<file path="src/rtl/core/ssrp_pkg.sv">
`default_nettype none
// ----------------------------------------------------------------------------
// ssrp_pkg
// Shared types and codes for the shortest seek request picker: operation and
// status codes, the transfer payloads, the table entry and sequencer state.
// ----------------------------------------------------------------------------
package ssrp_pkg;

  localparam int POS_W     = 48;
  localparam int TAG_W     = 8;
  localparam int OP_W      = 2;
  localparam int STATUS_W  = 3;
  localparam int PENDING_W = 6;

  typedef enum logic [OP_W-1:0] {
    OP_ADD      = 2'd0,
    OP_DISPATCH = 2'd1,
    OP_REMOVE   = 2'd2,
    OP_IGNORE   = 2'd3
  } op_t;

  typedef enum logic [STATUS_W-1:0] {
    ST_ADDED      = 3'd0,
    ST_DISPATCHED = 3'd1,
    ST_EMPTY      = 3'd2,
    ST_FULL       = 3'd3,
    ST_REMOVED    = 3'd4,
    ST_NOT_FOUND  = 3'd5
  } status_t;

  typedef struct packed {
    logic [OP_W-1:0]  operation;
    logic [POS_W-1:0] request_position;
    logic [TAG_W-1:0] request_tag;
  } in_item_t;

  typedef struct packed {
    logic [STATUS_W-1:0]  status;
    logic [POS_W-1:0]     chosen_position;
    logic [TAG_W-1:0]     chosen_tag;
    logic [PENDING_W-1:0] pending_count;
  } out_item_t;

  typedef struct packed {
    logic [POS_W-1:0] pos;
    logic [TAG_W-1:0] tag;
  } entry_t;

  // Control from the sequencer to the seek distance unit.
  typedef struct packed {
    logic clear;  // forget the current best candidate
    logic feed;   // a table entry is presented this cycle
  } seek_ctl_t;

  typedef enum logic [2:0] {
    S_IDLE,
    S_ADD,
    S_DSP_SCAN,
    S_RMV_SCAN,
    S_SHIFT,
    S_DONE
  } seq_state_t;

endpackage
`default_nettype wire

</file>
<file path="src/rtl/core/ssrp_table.sv">
`default_nettype none
// ----------------------------------------------------------------------------
// ssrp_table
// Request table storage: one write port and one read port with registered
// read data.
// ----------------------------------------------------------------------------
module ssrp_table
  import ssrp_pkg::*;
#(
  parameter int DEPTH = 32,
  parameter int IDX_W = 5
) (
  input  wire logic             clk,
  input  wire logic             we,
  input  wire logic [IDX_W-1:0] waddr,
  input  wire entry_t           wdata,
  input  wire logic [IDX_W-1:0] raddr,
  output entry_t                rdata
);

  entry_t mem [DEPTH];

  always_ff @(posedge clk) begin
    if (we) begin
      mem[waddr] <= wdata;
    end
  end

  always_ff @(posedge clk) begin
    rdata <= mem[raddr];
  end

endmodule
`default_nettype wire

</file>
<file path="src/rtl/core/ssrp_seek_unit.sv">
`default_nettype none
// ----------------------------------------------------------------------------
// ssrp_seek_unit
// Shared distance and compare pipeline. Each presented entry passes a
// subtract stage, an absolute value stage and a compare stage that keeps the
// nearest entry seen since the last clear; ties go to the later entry.
// ----------------------------------------------------------------------------
module ssrp_seek_unit
  import ssrp_pkg::*;
#(
  parameter int IDX_W = 5
) (
  input  wire logic             clk,
  input  wire logic             rst_n,
  input  wire seek_ctl_t        ctl,
  input  wire entry_t           cand,
  input  wire logic [IDX_W-1:0] cand_idx,
  input  wire logic [POS_W-1:0] last_pos,
  output logic                  busy,
  output entry_t                best,
  output logic [IDX_W-1:0]      best_idx
);

  logic             v1_r;
  logic [POS_W:0]   diff1_r;
  entry_t           e1_r;
  logic [IDX_W-1:0] i1_r;

  logic             v2_r;
  logic [POS_W-1:0] dist2_r;
  entry_t           e2_r;
  logic [IDX_W-1:0] i2_r;

  logic             have_r;
  logic [POS_W-1:0] best_dist_r;
  entry_t           best_r;
  logic [IDX_W-1:0] best_idx_r;

  logic             take;

  always_ff @(posedge clk) begin
    if (!rst_n) begin
      v1_r <= 1'b0;
      v2_r <= 1'b0;
    end else begin
      v1_r <= ctl.feed;
      v2_r <= v1_r;
    end
  end

  always_ff @(posedge clk) begin
    if (ctl.feed) begin
      diff1_r <= {1'b0, cand.pos} - {1'b0, last_pos};
      e1_r    <= cand;
      i1_r    <= cand_idx;
    end
    if (v1_r) begin
      // A negative difference is never larger in magnitude than the position
      // range, so negating the low bits gives the distance.
      dist2_r <= diff1_r[POS_W] ? (~diff1_r[POS_W-1:0]) + POS_W'(1)
                                : diff1_r[POS_W-1:0];
      e2_r    <= e1_r;
      i2_r    <= i1_r;
    end
  end

  assign take = v2_r && (!have_r || (dist2_r <= best_dist_r));

  always_ff @(posedge clk) begin
    if (!rst_n) begin
      have_r <= 1'b0;
    end else if (ctl.clear) begin
      have_r <= 1'b0;
    end else if (take) begin
      have_r <= 1'b1;
    end
  end

  always_ff @(posedge clk) begin
    if (take) begin
      best_dist_r <= dist2_r;
      best_r      <= e2_r;
      best_idx_r  <= i2_r;
    end
  end

  assign busy     = v1_r || v2_r;
  assign best     = best_r;
  assign best_idx = best_idx_r;

endmodule
`default_nettype wire

</file>
<file path="src/rtl/core/ssrp_seq.sv">
`default_nettype none
// ----------------------------------------------------------------------------
// ssrp_seq
// Sequencer: accepts one operation, walks the table through its read port,
// drives the seek unit for a dispatch, matches tags for a remove, closes the
// gap left by a deleted entry and presents one result.
// ----------------------------------------------------------------------------
module ssrp_seq
  import ssrp_pkg::*;
#(
  parameter int DEPTH = 32,
  parameter int IDX_W = 5,
  parameter int CNT_W = 6
) (
  input  wire logic             clk,
  input  wire logic             rst_n,
  input  wire logic             in_valid,
  input  wire in_item_t         in_data,
  output logic                  in_stall,
  output logic                  res_valid,
  input  wire logic             res_take,
  output out_item_t             res_data,
  output logic                  mem_we,
  output logic [IDX_W-1:0]      mem_waddr,
  output entry_t                mem_wdata,
  output logic [IDX_W-1:0]      mem_raddr,
  input  wire entry_t           mem_rdata,
  output seek_ctl_t             seek_ctl,
  output logic [POS_W-1:0]      last_pos,
  input  wire logic             seek_busy,
  input  wire entry_t           seek_best,
  input  wire logic [IDX_W-1:0] seek_best_idx
);

  seq_state_t       state_r, state_nxt;
  op_t              op_in;
  logic [POS_W-1:0] pos_r;
  logic [TAG_W-1:0] tag_r;
  logic [CNT_W-1:0] count_r;
  logic [POS_W-1:0] last_r;
  logic [CNT_W-1:0] rd_ptr_r;
  logic             rdv_r;
  logic [IDX_W-1:0] rd_idx_r;
  logic             found_r;
  logic [IDX_W-1:0] slot_r;
  status_t          status_r;
  logic [POS_W-1:0] chosen_pos_r;
  logic [TAG_W-1:0] chosen_tag_r;

  logic accept;
  logic issue;
  logic drained;
  logic full;
  logic tag_hit;

  assign op_in   = op_t'(in_data.operation);
  assign accept  = in_valid && (state_r == S_IDLE);
  assign full    = (count_r == CNT_W'(DEPTH));
  assign tag_hit = rdv_r && !found_r && (mem_rdata.tag == tag_r);
  assign drained = !issue && !rdv_r && !seek_busy;

  // Next state.
  always_comb begin
    state_nxt = state_r;
    unique case (state_r)
      S_IDLE: begin
        if (accept) begin
          unique case (op_in)
            OP_ADD:      state_nxt = full ? S_DONE : S_ADD;
            OP_DISPATCH: state_nxt = (count_r == '0) ? S_DONE : S_DSP_SCAN;
            OP_REMOVE:   state_nxt = (count_r == '0) ? S_DONE : S_RMV_SCAN;
            OP_IGNORE:   state_nxt = S_DONE;
          endcase
        end
      end
      S_ADD:      state_nxt = S_DONE;
      S_DSP_SCAN: state_nxt = drained ? S_SHIFT : S_DSP_SCAN;
      S_RMV_SCAN: begin
        if (drained) begin
          state_nxt = found_r ? S_SHIFT : S_DONE;
        end
      end
      S_SHIFT:    state_nxt = drained ? S_DONE : S_SHIFT;
      S_DONE:     state_nxt = res_take ? S_IDLE : S_DONE;
      default:    state_nxt = S_IDLE;
    endcase
  end

  // Outputs and memory control.
  always_comb begin
    in_stall       = (state_r != S_IDLE);
    res_valid      = (state_r == S_DONE);
    issue          = 1'b0;
    mem_we         = 1'b0;
    mem_waddr      = rd_idx_r - IDX_W'(1);
    mem_wdata      = mem_rdata;
    mem_raddr      = rd_ptr_r[IDX_W-1:0];
    seek_ctl.clear = accept;
    seek_ctl.feed  = 1'b0;
    unique case (state_r)
      S_ADD: begin
        mem_we    = 1'b1;
        mem_waddr = count_r[IDX_W-1:0];
        mem_wdata = '{pos: pos_r, tag: tag_r};
      end
      S_DSP_SCAN: begin
        issue         = (rd_ptr_r < count_r);
        seek_ctl.feed = rdv_r;
      end
      S_RMV_SCAN: begin
        issue = (rd_ptr_r < count_r) && !found_r && !tag_hit;
      end
      S_SHIFT: begin
        // Entry at the read index moves down one slot.
        issue  = (rd_ptr_r < count_r);
        mem_we = rdv_r;
      end
      S_IDLE, S_DONE: begin
      end
      default: begin
      end
    endcase
  end

  always_ff @(posedge clk) begin
    if (!rst_n) begin
      state_r <= S_IDLE;
      count_r <= '0;
      last_r  <= '0;
      rdv_r   <= 1'b0;
      found_r <= 1'b0;
    end else begin
      state_r <= state_nxt;
      rdv_r   <= issue;
      if (accept) begin
        found_r <= 1'b0;
      end else if (tag_hit && (state_r == S_RMV_SCAN)) begin
        found_r <= 1'b1;
      end
      if ((state_r == S_ADD)) begin
        count_r <= count_r + CNT_W'(1);
      end else if ((state_r == S_SHIFT) && drained) begin
        count_r <= count_r - CNT_W'(1);
      end
      if ((state_r == S_DSP_SCAN) && drained) begin
        last_r <= seek_best.pos;
      end
    end
  end

  always_ff @(posedge clk) begin
    rd_idx_r <= rd_ptr_r[IDX_W-1:0];
    if (issue) begin
      rd_ptr_r <= rd_ptr_r + CNT_W'(1);
    end
    if (accept) begin
      pos_r        <= in_data.request_position;
      tag_r        <= in_data.request_tag;
      rd_ptr_r     <= '0;
      chosen_pos_r <= '0;
      chosen_tag_r <= '0;
      unique case (op_in)
        OP_ADD:      status_r <= full ? ST_FULL : ST_ADDED;
        OP_DISPATCH: status_r <= ST_EMPTY;
        OP_REMOVE:   status_r <= ST_NOT_FOUND;
        OP_IGNORE:   status_r <= ST_NOT_FOUND;
      endcase
    end
    if (tag_hit && (state_r == S_RMV_SCAN)) begin
      slot_r <= rd_idx_r;
    end
    if ((state_r == S_DSP_SCAN) && drained) begin
      chosen_pos_r <= seek_best.pos;
      chosen_tag_r <= seek_best.tag;
      slot_r       <= seek_best_idx;
      rd_ptr_r     <= CNT_W'(seek_best_idx) + CNT_W'(1);
      status_r     <= ST_DISPATCHED;
    end
    if ((state_r == S_RMV_SCAN) && drained && found_r) begin
      rd_ptr_r <= CNT_W'(slot_r) + CNT_W'(1);
      status_r <= ST_REMOVED;
    end
  end

  assign last_pos                 = last_r;
  assign res_data.status          = status_r;
  assign res_data.chosen_position = chosen_pos_r;
  assign res_data.chosen_tag      = chosen_tag_r;
  assign res_data.pending_count   = PENDING_W'(count_r);

endmodule
`default_nettype wire

</file>
<file path="src/rtl/core/shortest_seek_request_picker.sv">
`default_nettype none
// ----------------------------------------------------------------------------
// shortest_seek_request_picker
// Pending disk request table with nearest-position dispatch.
// ----------------------------------------------------------------------------
// The block holds up to DEPTH requests in arrival order and handles one
// operation at a time; in_stall stays high until the result has been placed
// in the output register, which may still hold an earlier result waiting for
// transfer. A dispatch walks every pending entry through the single table
// read port and a three-stage distance and compare unit, then closes the gap
// behind the chosen entry, one entry per cycle. A remove walks entries until
// the first tag match and then closes the gap in the same way. No clearing
// pass is needed after reset.
// ----------------------------------------------------------------------------
module shortest_seek_request_picker
  import ssrp_pkg::*;
#(
  parameter int DEPTH = 32
) (
  input  wire logic      clk,
  input  wire logic      rst_n,
  input  wire logic      in_valid,
  output logic           in_stall,
  input  wire in_item_t  in_data,
  output logic           out_valid,
  input  wire logic      out_stall,
  output out_item_t      out_data
);

  localparam int IDX_W = (DEPTH > 1) ? $clog2(DEPTH) : 1;
  localparam int CNT_W = $clog2(DEPTH + 1);

  logic             res_valid;
  logic             res_take;
  out_item_t        res_data;
  logic             out_valid_r;
  out_item_t        out_data_r;

  logic             mem_we;
  logic [IDX_W-1:0] mem_waddr;
  entry_t           mem_wdata;
  logic [IDX_W-1:0] mem_raddr;
  entry_t           mem_rdata;
  logic [IDX_W-1:0] cand_idx_r;

  seek_ctl_t        seek_ctl;
  logic [POS_W-1:0] last_pos;
  logic             seek_busy;
  entry_t           seek_best;
  logic [IDX_W-1:0] seek_best_idx;

  ssrp_seq #(
    .DEPTH (DEPTH),
    .IDX_W (IDX_W),
    .CNT_W (CNT_W)
  ) u_seq (
    .clk           (clk),
    .rst_n         (rst_n),
    .in_valid      (in_valid),
    .in_data       (in_data),
    .in_stall      (in_stall),
    .res_valid     (res_valid),
    .res_take      (res_take),
    .res_data      (res_data),
    .mem_we        (mem_we),
    .mem_waddr     (mem_waddr),
    .mem_wdata     (mem_wdata),
    .mem_raddr     (mem_raddr),
    .mem_rdata     (mem_rdata),
    .seek_ctl      (seek_ctl),
    .last_pos      (last_pos),
    .seek_busy     (seek_busy),
    .seek_best     (seek_best),
    .seek_best_idx (seek_best_idx)
  );

  ssrp_table #(
    .DEPTH (DEPTH),
    .IDX_W (IDX_W)
  ) u_table (
    .clk   (clk),
    .we    (mem_we),
    .waddr (mem_waddr),
    .wdata (mem_wdata),
    .raddr (mem_raddr),
    .rdata (mem_rdata)
  );

  // The table read data belongs to the address presented in the cycle before.
  always_ff @(posedge clk) begin
    cand_idx_r <= mem_raddr;
  end

  ssrp_seek_unit #(
    .IDX_W (IDX_W)
  ) u_seek (
    .clk      (clk),
    .rst_n    (rst_n),
    .ctl      (seek_ctl),
    .cand     (mem_rdata),
    .cand_idx (cand_idx_r),
    .last_pos (last_pos),
    .busy     (seek_busy),
    .best     (seek_best),
    .best_idx (seek_best_idx)
  );

  // The sequencer hands over a result once the output register is free.
  assign res_take = res_valid && (!out_valid_r || !out_stall);

  always_ff @(posedge clk) begin
    if (!rst_n) begin
      out_valid_r <= 1'b0;
    end else if (res_take) begin
      out_valid_r <= 1'b1;
    end else if (!out_stall) begin
      out_valid_r <= 1'b0;
    end
  end

  always_ff @(posedge clk) begin
    if (res_take) begin
      out_data_r <= res_data;
    end
  end

  assign out_valid = out_valid_r;
  assign out_data  = out_data_r;

endmodule
`default_nettype wire

</file>
<file path="config.mk">
export PLATFORM = sky130hd
export DESIGN_NAME = shortest_seek_request_picker
export DESIGN_NICKNAME = d
export VERILOG_FILES = /design/src/rtl/core/ssrp_pkg.sv /design/src/rtl/core/ssrp_table.sv /design/src/rtl/core/ssrp_seek_unit.sv /design/src/rtl/core/ssrp_seq.sv /design/src/rtl/core/shortest_seek_request_picker.sv
export SDC_FILE = /design/constraint.sdc
export NUM_CORES = 2
export LEC_CHECK = 0
export BUFFER_PORTS_ARGS = -buffer_cell sky130_fd_sc_hd__buf_2
export CORE_ASPECT_RATIO = 0.6
export CORE_MARGIN = 5
export CORE_UTILIZATION = 40
export CTS_BUF_LIST = sky130_fd_sc_hd__clkbuf_8
export DETAILED_ROUTE_END_ITERATION = 8
export SLEW_MARGIN = 20
export SYNTH_ARGS = -nofsm -noshare
export SYNTH_HDL_FRONTEND = slang
export SYNTH_SLANG_ARGS = --single-unit
</file>
<file path="constraint.sdc">
create_clock -name clk -period 6.1 [get_ports clk]
set_clock_uncertainty 0.15 [all_clocks]
set_input_delay 0.61 -clock clk [delete_from_list [all_inputs] [get_ports clk]]
set_output_delay 0.61 -clock clk [all_outputs]
set_load 0.01 [all_outputs]
</file>
==> impl_metrics.csv <==
group,metric,value,unit
status,status,"completed",
routing,vias,46900,
floorplan,start_util,0.403,
routing,drtAntennaViolNets,0,
floorplan,core_area,233000,um^2
setup_path,required,6610,ps
setup_path,path_max_fanout,5,
setup_path,criticalPathCategory,"reg -> reg",
power_and_ir_drop,power_density,478,nW/um^2
synth,post-synth-top-count-cell,"edfxtp_1",
global_routing,grtUsageTotal,0.189,
global_routing,grt_pass1_vias,46100,
clock_tree,cts_hold_buf,60,
power_and_ir_drop,p_switching,16.4,mW
routing,drt-pass1-iter-count,6,
clock_tree,cts_tree,"done",
synth,yosysTopAreaCell,"edfxtp_1",
power_and_ir_drop,p_int,34.4,mW
synth,async_flop_share,0,
synth,syn_area,94000,um^2
clock_tree,path_clk_slew,70,ps
clock_tree,clock-root-buffer,"clkbuf_8",
min_path,hp-class,"in -> reg",
floorplan,io_pins,129,
setup_path,cp_data_arrival_time,4960,ps
clock_tree,cts.sinks,2435,
run,drv_cap,0,
power_and_ir_drop,ir_drop,0.341,mV
synth,synth_enable_flop_cells,2308,
timing,fmax,225,MHz
global_routing,antenna_found_initial,2,
clock_tree,numCtsBuffers,347,
clock_tree,cts_resized,0,
synth,yosysUniqueCellTypes,74,
timing,setup_tns,0,ps
global_routing,grt_max_degree,109,
floorplan,die_area,245000,um^2
cells_and_area,final_area,106000,um^2
synth,synth-seq-cells,2435,
place,dpl_cell_area,99200,um^2
synth,synthTopCellsByArea,"edfxtp_1, mux4_2, dfxtp_1",
timing,drv_slew,0,
clock_tree,clock_latency,950,ps
cells_and_area,area_growth,13.0,%
routing,avgViaCountPerCell,5.58,
global_routing,grt_pass1_wl,338000,um
timing,fin_crit_sh,0.730,
timing,rsz0062_at_grt,"false",
synth,synth_nets,4743,
cells_and_area,drive_above_1_share,0.256,
floorplan,rows,137,
setup_path,end_kind,"flip-flop",
synth,synth.avg_cell_area,20.6,um^2
clock_tree,cts.path.max_buffers,4,
power_and_ir_drop,power_frac_seq,0.460,
timing,finalSetupViolCount,0,
routing,dr.first_iter.drc_count,5762,
synth,synth_top_area_share,0.737,
floorplan,die_h,385,um
power_and_ir_drop,p_comb_frac,0.302,
setup_path,cpMostUsedCell,"a211oi_1",
global_routing,grt.overflow.total,0,
place,hpwl,136000,um
synth,yosys_warnings,0,
clock_tree,postCtsSetupRepairBufs,0,
setup_path,cpMaxStageDelayCell,"nor2_1",
synth,syn_inst,4569,
routing,wire_per_inst,28.0,um
place,gp_congestion,0.872,
timing,worst_pin_slew,1120,ps
setup_path,path_cells,"inv_1, ha_1, fa_1, nand2b_1, a21o_1, a211oi_1, or2_2, a211oi_1, buf_4, nor2_1, o21a_1, o211ai_1",
synth,ys.flop_type,"edfxtp_1",
power_and_ir_drop,clock_power_share,0.238,
timing,min_period,4450,ps
timing,slew_headroom,0.252,
cells_and_area,final_nets,5178,
floorplan,die_x,636,um
power_and_ir_drop,leakage,34.7,nW
synth,synth_seq_area_share,0.765,
place,portBuffers,128,
routing,drc,0,
routing,wl,235000,um
clock_tree,h-tree-depth,5,
setup_path,critPathLaunchType,"flip-flop",
synth,yosys-top-cells-count,"edfxtp_1, mux4_2, nand2_1",
setup_path,slowest_delay,780,ps
timing,hold_violations,0,
power_and_ir_drop,swShare,0.322,
==> registers in the layout, summed over array words and instances, names as in the netlist, 49 cells and up <==
signal	cells
u_table.rdata	56
u_seek.diff1_r	49
u_seek.e2_r	56
u_table.mem	1792
out_data	65
u_seek.e1_r	56
u_seek.best	56
==> layout make-up <==
cell class | count | area, um^2
inverters | 126 | 475
multi-input cells | 1806 | 21200
fillers | 19700 | 127000
diodes | 4 | 10.0
repair buffers | 288 | 2340
clock buffers | 382 | 5260
flip-flops and latches | 2435 | 71900
well taps | 3127 | 3910
clock inverters | 233 | 1110
==> routing by layer <==
metal,track usage,part of all wire,vias to the layer above
met1,0.300,0.47,25000
met3,0.0394,0.086,319
met5,0,0,-
met2,0.269,0.43,2097
li1,-,-,19500
met4,0.0405,0.019,0
==> worst max-delay path, delay by kind of cell, from the launching register on <==
kind | cells | cell delay, ps
compound gates | 5 | 1340
fa+ha+maj | 2 | 660
buf+inv | 2 | 360
flops | 1 | 390
simple gates | 3 | 1260
==> final timing paths <==
kind	startpoint	end	slack [ps]	cells after the start
setup / recovery	u_table.rdata[8]$_DFF_P_	u_seek.diff1_r[46]$_DFFE_PP_	1650	12
hold / removal	rst_n	u_seq.last_pos[39]$_SDFFE_PN0P_	230	3
setup reg to reg	u_table.rdata[8]$_DFF_P_	u_seek.diff1_r[46]$_DFFE_PP_	1650	12
hold reg to reg	u_seq.chosen_tag_r[2]$_SDFFCE_PN0P_	out_data[8]$_DFFE_PP_	240	0
==> stage by stage <==
| step | power (mW) | instances | hold slack [ps] | setup slack, ps | util |
|---|---|---|---|---|---|
| global route | 53.2 | 8398 | 152 | 1550 | 0.456 |
| floorplan | 33.5 | 4569 | 222 | 180 | - |
| global placement | 38.8 | 7722 | 250 | 1810 | 0.425 |
| detailed placement | 39.1 | 7722 | 255 | 1800 | 0.425 |
| finish | 50.7 | 8401 | 225 | 1650 | 0.456 |
| CTS | 51.3 | 8397 | 121 | 1760 | 0.455 |
==> placed cells by master (no fill, tap or decap), types with 10 or more instances in the layout <==
cell type / count
edfxtp_1: 2308
mux4_2: 560
clkbuf_8: 382
inv_1: 264
nand2_1: 254
buf_2: 128
dfxtp_1: 126
ha_1: 110
nor2_1: 104
xnor2_1: 88
buf_4: 72
a21oi_1: 71
and3_1: 62
o21a_1: 60
dlygate4sd3_1: 60
mux2_2: 57
o21ai_0: 53
clkinv_1: 52
a21o_1: 44
nor2_4: 36
buf_12: 28
clkinv_2: 27
nand3_1: 26
xor2_1: 25
nand4_1: 23
nor3_1: 19
o31ai_1: 15
nand2_2: 15
nand2b_1: 14
a211oi_1: 13
or4_1: 11
nor2b_1: 10
==> logic make-up after synthesis <==
kind of cell | Yosys count | share of synthesized area
and+or+nand+nor | 620 | 0.0306
muxes | 623 | 0.142
adders and majority gates | 112 | 0.0151
AOI/OAI and AO/OA | 338 | 0.0244
buffers and inverters | 328 | 0.0131
xor gates and xnor gates | 113 | 0.0105
DFF | 2435 | 0.765
==> power groups by stage <==
| stage | logic (mW) | clock network (mW) | registers, mW |
|---|---|---|---|
| global route | 16.5 | 13.2 | 23.5 |
| floorplan | 10.3 | 0 | 23.2 |
| global placement | 15.1 | 0 | 23.7 |
| finish | 15.3 | 12.1 | 23.4 |
| detailed placement | 15.3 | 0 | 23.8 |
| CTS | 15.4 | 12.4 | 23.4 |
Power figures use the tool's default switching activity.
